[src/mpq_pkg.sv]
// Shared types and constants for the sorted max priority queue.
package mpq_pkg;

    // Storage and field sizes.
    localparam int CAPACITY   = 16;
    localparam int VALUE_BITS = 32;
    localparam int COUNT_BITS = $clog2(CAPACITY + 1);
    localparam int OCC_BITS   = 5;

    // Item kinds.
    localparam logic KIND_INSERT = 1'b0;
    localparam logic KIND_REMOVE = 1'b1;

    // Input word.
    typedef struct packed {
        logic               kind;
        logic signed [31:0] value;
    } mpq_in_t;

    // Result word.
    typedef struct packed {
        logic signed [31:0]  removed_value;
        logic                was_empty;
        logic                dropped_full;
        logic [OCC_BITS-1:0] occupancy;
    } mpq_out_t;

    // Operations the controller orders from the datapath.
    typedef enum logic [2:0] {
        OP_NONE,
        OP_INSERT,
        OP_REMOVE,
        OP_DROP,
        OP_EMPTY
    } mpq_op_t;

    // Controller states.
    typedef enum logic {
        ST_IDLE,
        ST_RESP
    } mpq_state_t;

    // Command from controller to datapath.
    typedef struct packed {
        mpq_op_t op;
    } mpq_cmd_t;

    // Status from datapath to controller.
    typedef struct packed {
        logic empty;
        logic full;
    } mpq_status_t;

endpackage

[src/mpq_datapath.sv]
// Datapath of the priority queue: sorted cell row, entry count and result register.
module mpq_datapath
(
    input  logic                 clk,
    input  logic                 rst_n,
    input  mpq_pkg::mpq_cmd_t    cmd,
    input  mpq_pkg::mpq_in_t     item,
    output mpq_pkg::mpq_status_t status,
    output mpq_pkg::mpq_out_t    result
);
    import mpq_pkg::*;

    logic signed [VALUE_BITS-1:0] cells_reg  [CAPACITY];
    logic signed [VALUE_BITS-1:0] cells_next [CAPACITY];
    logic [COUNT_BITS-1:0]        count_reg;
    logic [COUNT_BITS-1:0]        count_next;
    mpq_out_t                     result_reg;
    mpq_out_t                     result_next;
    logic signed [VALUE_BITS-1:0] new_value;
    logic [CAPACITY-1:0]          keep;

    assign new_value = VALUE_BITS'(item.value);

    // Flags for the controller.
    assign status.empty = (count_reg == '0);
    assign status.full  = (count_reg == COUNT_BITS'(CAPACITY));

    // Each held entry not smaller than the new value stays in place;
    // since the row is sorted these cells form a prefix.
    always_comb
    begin
        for (int i = 0; i < CAPACITY; i++)
        begin
            keep[i] = (COUNT_BITS'(i) < count_reg) && !(cells_reg[i] < new_value);
        end
    end

    // Next contents of every cell, chosen in parallel.
    always_comb
    begin
        for (int i = 0; i < CAPACITY; i++)
        begin
            cells_next[i] = cells_reg[i];
            if (cmd.op == OP_INSERT)
            begin
                if (keep[i])
                begin
                    cells_next[i] = cells_reg[i];
                end
                else if (i == 0)
                begin
                    cells_next[i] = new_value;
                end
                else if (keep[i-1])
                begin
                    cells_next[i] = new_value;
                end
                else
                begin
                    cells_next[i] = cells_reg[i-1];
                end
            end
            else if (cmd.op == OP_REMOVE)
            begin
                if (i < CAPACITY - 1)
                begin
                    cells_next[i] = cells_reg[i+1];
                end
            end
        end
    end

    // Entry count and result word.
    always_comb
    begin
        count_next  = count_reg;
        result_next = result_reg;
        case (cmd.op)
            OP_INSERT:
            begin
                count_next = count_reg + COUNT_BITS'(1);
            end
            OP_REMOVE:
            begin
                count_next = count_reg - COUNT_BITS'(1);
            end
            default:
            begin
                count_next = count_reg;
            end
        endcase
        if (cmd.op != OP_NONE)
        begin
            result_next.removed_value = '0;
            result_next.was_empty     = 1'b0;
            result_next.dropped_full  = 1'b0;
            if (cmd.op == OP_REMOVE)
            begin
                result_next.removed_value = 32'(cells_reg[0]);
            end
            if (cmd.op == OP_EMPTY)
            begin
                result_next.removed_value = '1;
                result_next.was_empty     = 1'b1;
            end
            if (cmd.op == OP_DROP)
            begin
                result_next.dropped_full = 1'b1;
            end
            result_next.occupancy = OCC_BITS'(count_next);
        end
    end

    // Cell row and result word need no reset.
    always_ff @(posedge clk)
    begin
        cells_reg  <= cells_next;
        result_reg <= result_next;
    end

    // Entry count starts empty.
    always_ff @(posedge clk or negedge rst_n)
    begin
        if (!rst_n)
        begin
            count_reg <= '0;
        end
        else
        begin
            count_reg <= count_next;
        end
    end

    assign result = result_reg;

endmodule

[src/mpq_ctrl.sv]
// Controller of the priority queue: accepts a word, picks the operation, strobes the result.
module mpq_ctrl
(
    input  logic                 clk,
    input  logic                 rst_n,
    input  logic                 start,
    input  logic                 kind,
    input  mpq_pkg::mpq_status_t status,
    output mpq_pkg::mpq_cmd_t    cmd,
    output logic                 busy,
    output logic                 done
);
    import mpq_pkg::*;

    mpq_state_t state_reg;
    mpq_state_t state_next;

    // State register.
    always_ff @(posedge clk or negedge rst_n)
    begin
        if (!rst_n)
        begin
            state_reg <= ST_IDLE;
        end
        else
        begin
            state_reg <= state_next;
        end
    end

    // Next state and command.
    always_comb
    begin
        state_next = state_reg;
        cmd.op     = OP_NONE;
        busy       = 1'b0;
        done       = 1'b0;
        case (state_reg)
            ST_IDLE:
            begin
                if (start)
                begin
                    state_next = ST_RESP;
                    if (kind == KIND_INSERT)
                    begin
                        cmd.op = status.full ? OP_DROP : OP_INSERT;
                    end
                    else
                    begin
                        cmd.op = status.empty ? OP_EMPTY : OP_REMOVE;
                    end
                end
            end
            ST_RESP:
            begin
                busy       = 1'b1;
                done       = 1'b1;
                state_next = ST_IDLE;
            end
            default:
            begin
                state_next = ST_IDLE;
            end
        endcase
    end

endmodule

[src/max_priority_queue.sv]
// Top level of the sorted max priority queue.
//
// A word is accepted at a rising edge where start is high and busy is low.
// item.kind selects an insert of item.value or a removal of the largest
// entry. Entries are held in a row of registers kept in descending order;
// every cell decides its next content in parallel.
// The result word appears on result in the cycle after acceptance, marked
// by done for exactly one cycle; busy is high in that same cycle.
// The two-state controller takes no new word while busy, so a new word is
// accepted only once the result of the last one has been given.
// A removal from an empty queue answers -1 with was_empty set; an insert
// into a full queue is dropped with dropped_full set. Every result reports
// the occupancy after the item.
// Reset empties the queue at once; held values are not cleared.
// The receiver cannot stall: a result is taken at the edge that ends its cycle.
module max_priority_queue
(
    input  logic              clk,
    input  logic              rst_n,
    input  logic              start,
    output logic              busy,
    input  mpq_pkg::mpq_in_t  item,
    output logic              done,
    output mpq_pkg::mpq_out_t result
);
    import mpq_pkg::*;

    mpq_cmd_t    cmd;
    mpq_status_t status;

    // Sequencing.
    mpq_ctrl u_ctrl
    (
        .clk    (clk),
        .rst_n  (rst_n),
        .start  (start),
        .kind   (item.kind),
        .status (status),
        .cmd    (cmd),
        .busy   (busy),
        .done   (done)
    );

    // Storage and result.
    mpq_datapath u_datapath
    (
        .clk    (clk),
        .rst_n  (rst_n),
        .cmd    (cmd),
        .item   (item),
        .status (status),
        .result (result)
    );

endmodule
[config.mk]
export PLATFORM = sky130hd
export DESIGN_NAME = max_priority_queue
export DESIGN_NICKNAME = d
export VERILOG_FILES = /design/src/mpq_pkg.sv /design/src/mpq_datapath.sv /design/src/mpq_ctrl.sv /design/src/max_priority_queue.sv
export SDC_FILE = /design/constraint.sdc
export NUM_CORES = 2
export LEC_CHECK = 0
export BUFFER_PORTS_ARGS = -buffer_cell sky130_fd_sc_hd__buf_2
export CAP_MARGIN = 40
export CORE_ASPECT_RATIO = 1.5
export CORE_MARGIN = 4
export CORE_UTILIZATION = 40
export DETAILED_ROUTE_END_ITERATION = 10
export GPL_ROUTABILITY_DRIVEN = 0
export MAX_ROUTING_LAYER = met4
export RECOVER_POWER = 50
export SETUP_SLACK_MARGIN = 0.3
export SKIP_CTS_REPAIR_TIMING = 1
export SLEW_MARGIN = 0
export SYNTH_ARGS = -nofsm -noshare
export SYNTH_HDL_FRONTEND = slang
export SYNTH_SLANG_ARGS = --single-unit
[constraint.sdc]
create_clock -name clk -period 9.55 [get_ports clk]
set_input_delay 1.91 -clock clk [delete_from_list [all_inputs] [get_ports clk]]
set_output_delay 1.91 -clock clk [all_outputs]
set_load 0.02 [all_outputs]
==> flow_summary.yaml <==
sta:
  finalMaxSlewViolations: 425
  hold_violations: 0
  finClkSkew_ps: 30.8
  fmax_ghz: 0.130
  finalSetupTns_ps: 0
  final-setup-viol-count: 0
  fin_crit_ps: 7710
  rsz0062_at_grt: "false"
  slew_headroom_pct: -105
  timing.final.ws_setup_ps: 1840
  worstMarginPinSlew_ps: 3070
  period_share_pct: 80.7
cells_and_area:
  largest_reg_flops: 512
  final_cells: 5054
  area_growth_pct: 9.58
  design_area_sq_um: 41700
  drive_above_1_share_pct: 6.09
  finalNetCount: 4274
synthesis:
  async_reset_ff_share_pct: 1.08
  netlist_area_sq_um: 38100
  ys_seq_area_share_pct: 43.9
  yosys_warnings: 0
  syn_inst: 3747
  ys_ff_latch: 557
  synth_edf_count: 551
  synth.distinct_cells: 62
  synth_nets: 4282
  avgSynthCellArea_sq_um: 10.2
  ys_dominant_reg_cell: "edfxtp_1"
cts:
  cts_made_buffers: 66
  cts_max_level: 3
  clockBufferDepth: 3
  cts_root_buf: "clkbuf_16"
  clock_sinks: 557
  insertion_delay_ps: 640
  path_clk_slew_ps: 60
  cts_tree: "yes"
die:
  io_pins: 77
  std_cell_rows: 138
  core_sq_um: 94400
  die_w_um: 260
  die_h_um: 386
  die-area_sq_um: 100000
  start_util_pct: 40.3
flow_run:
  cap_violations: 14
run_status:
  outcome: "finished with violations"
  violations: "max-capacitance violations, max-slew violations"
placement:
  dp_hpwl_um: 90500
  port_buffers: 76
  dp.cells: 4931
  placed_cell_area_sq_um: 39900
  place_ws_ps: 2720
global_route:
  grt_max_degree: 216
  grt_overflow: 0
  antenna_found_initial: 4
  grt_util_all_layers_pct: 25.0
  grt_pass1_wl_um: 186000
  grt_pass1_vias: 30300
drt:
  via_per_inst: 6.03
  remaining_drc_errors: 0
  drt-pass1-iter-count: 7
  via_count: 30500
  drtIter0Drc: 2547
  wl_per_cell_um: 24.8
  postRouteAntennaNets: 0
  wl_um: 125000
pwr:
  leakage_uw: 0.0162
  vdd_drop_max_uv: 135
  power_density_nw_per_um2: 236
  total_power_uw: 9840
setup_path:
  end_kind: "register"
  critPathMaxFanout: 21
  worstSetupStartpointType: "input port"
  worstPathRequired_ps: 9810
  critical_path_class: "input port to register"
  crit_arrival_ps: 7970
hold_path:
  hold_path_class: "register to register"
per-layer routing:
layer	share of wire, %	routed length (um)	global-route usage, %	vias up
li1	-	-	-	14200
met1	39	48800	28.3	14900
met2	50	63300	43.5	989
met3	4.6	5810	2.71	333
met4	6.0	7490	13.1	0
met5	0	0	-	-
cell type report:
type	instances	area, sq um
sequential	557	16700
clock buffer	83	1750
clock inverter	36	308
inverter	46	173
fill	9055	52800
multi-input combinational	2916	20200
tap	1260	1580
timing repair buffer	152	945
antenna	4	10.0
worst paths after layout:
kind | start | endpoint | slack (ps) | cells past startpoint
max | item[23] | u_datapath.cells_reg[153] | 1840 | 11
min | u_ctrl.state_reg | u_ctrl.state_reg | 540 | 1
max reg2reg | u_datapath.count_reg[1] | u_datapath.cells_reg[367] | 2630 | 7
min reg2reg | u_ctrl.state_reg | u_ctrl.state_reg | 540 | 1
max in group asynchronous | rst_n | u_datapath.count_reg[0] | 8140 | 1
min in group asynchronous | rst_n | u_ctrl.state_reg | 1160 | 1
cell families (layout without fill, tap and decap cells):
family	count (synthesis)	in the layout	synth area share, %
AO/OA/AOI/OAI	912	912	14.6
other	0	4	0
adder cells (fa/ha/maj)	499	499	16.4
buffers and inverters	274	317	3.24
multiplexers	295	295	7.87
AND/OR/NAND/NOR	1209	1209	14.0
XOR/XNOR	1	1	0.0230
flip-flops	557	557	43.9
power by group:
part / switching, uW / total [uW] / internal [uW]
clock network: 1100 / 2510 / 1410
logic: 2230 / 3440 / 1210
registers: 499 / 3890 / 3390
cell usage after synthesis, drive strengths merged, types with 14 or more instances:
cell type | n | area [sq um]
nand2 | 681 | 2560
edfxtp | 551 | 16500
ha | 499 | 6240
o21ai | 368 | 1840
mux2i | 263 | 2630
nand3 | 213 | 1070
a21oi | 203 | 1070
o211ai | 200 | 1500
clkbuf | 176 | 661
nor2 | 121 | 454
nand4 | 71 | 444
a21o | 52 | 390
buf | 52 | 398
inv | 46 | 173
mux2 | 32 | 360
nor2b | 21 | 131
nor3 | 18 | 90.1
and4 | 17 | 149
nand2b | 16 | 100
a2111oi | 14 | 131
per-stage QoR:
step           utilization (%)  hold WS [ps]
4_1_cts                   44.4           568
2_1_floorplan                -           513
6_report                  44.1           536
3_5_place_dp              42.3           555
3_3_place_gp              42.1           523
5_1_grt                   44.1           558
worst max-delay path: stages:
cell and delay, ps:
clkbuf_1 670, inv_1 660, ha_1 530, nand4_1 160, nor4_1 670, nand2_1 140
a31oi_1 370, or3_1 220, a21oi_4 70, o21ai_0 1830, buf_4 660
layout by cell type, fill, tap and decap left out, types with 12 or more instances in the layout:
cell type,synthesis,layout
a2111oi_0,11,12
a21o_1,52,52
a21oi_1,196,199
a221oi_1,12,12
and4_1,17,17
buf_2,6,32
buf_4,10,57
clkbuf_1,176,70
clkbuf_16,0,67
clkinv_1,0,17
edfxtp_1,551,551
ha_1,499,499
inv_1,46,46
mux2_2,29,29
mux2i_1,263,258
nand2_1,681,681
nand2b_1,16,16
nand3_1,213,213
nand4_1,71,71
nor2_1,121,121
nor2b_1,21,21
nor3_1,18,17
nor4_1,12,13
o211ai_1,200,200
o21ai_0,273,312
o21ai_1,95,51
or3_1,12,12
No activity file was read; power rests on OpenSTA's default activity.
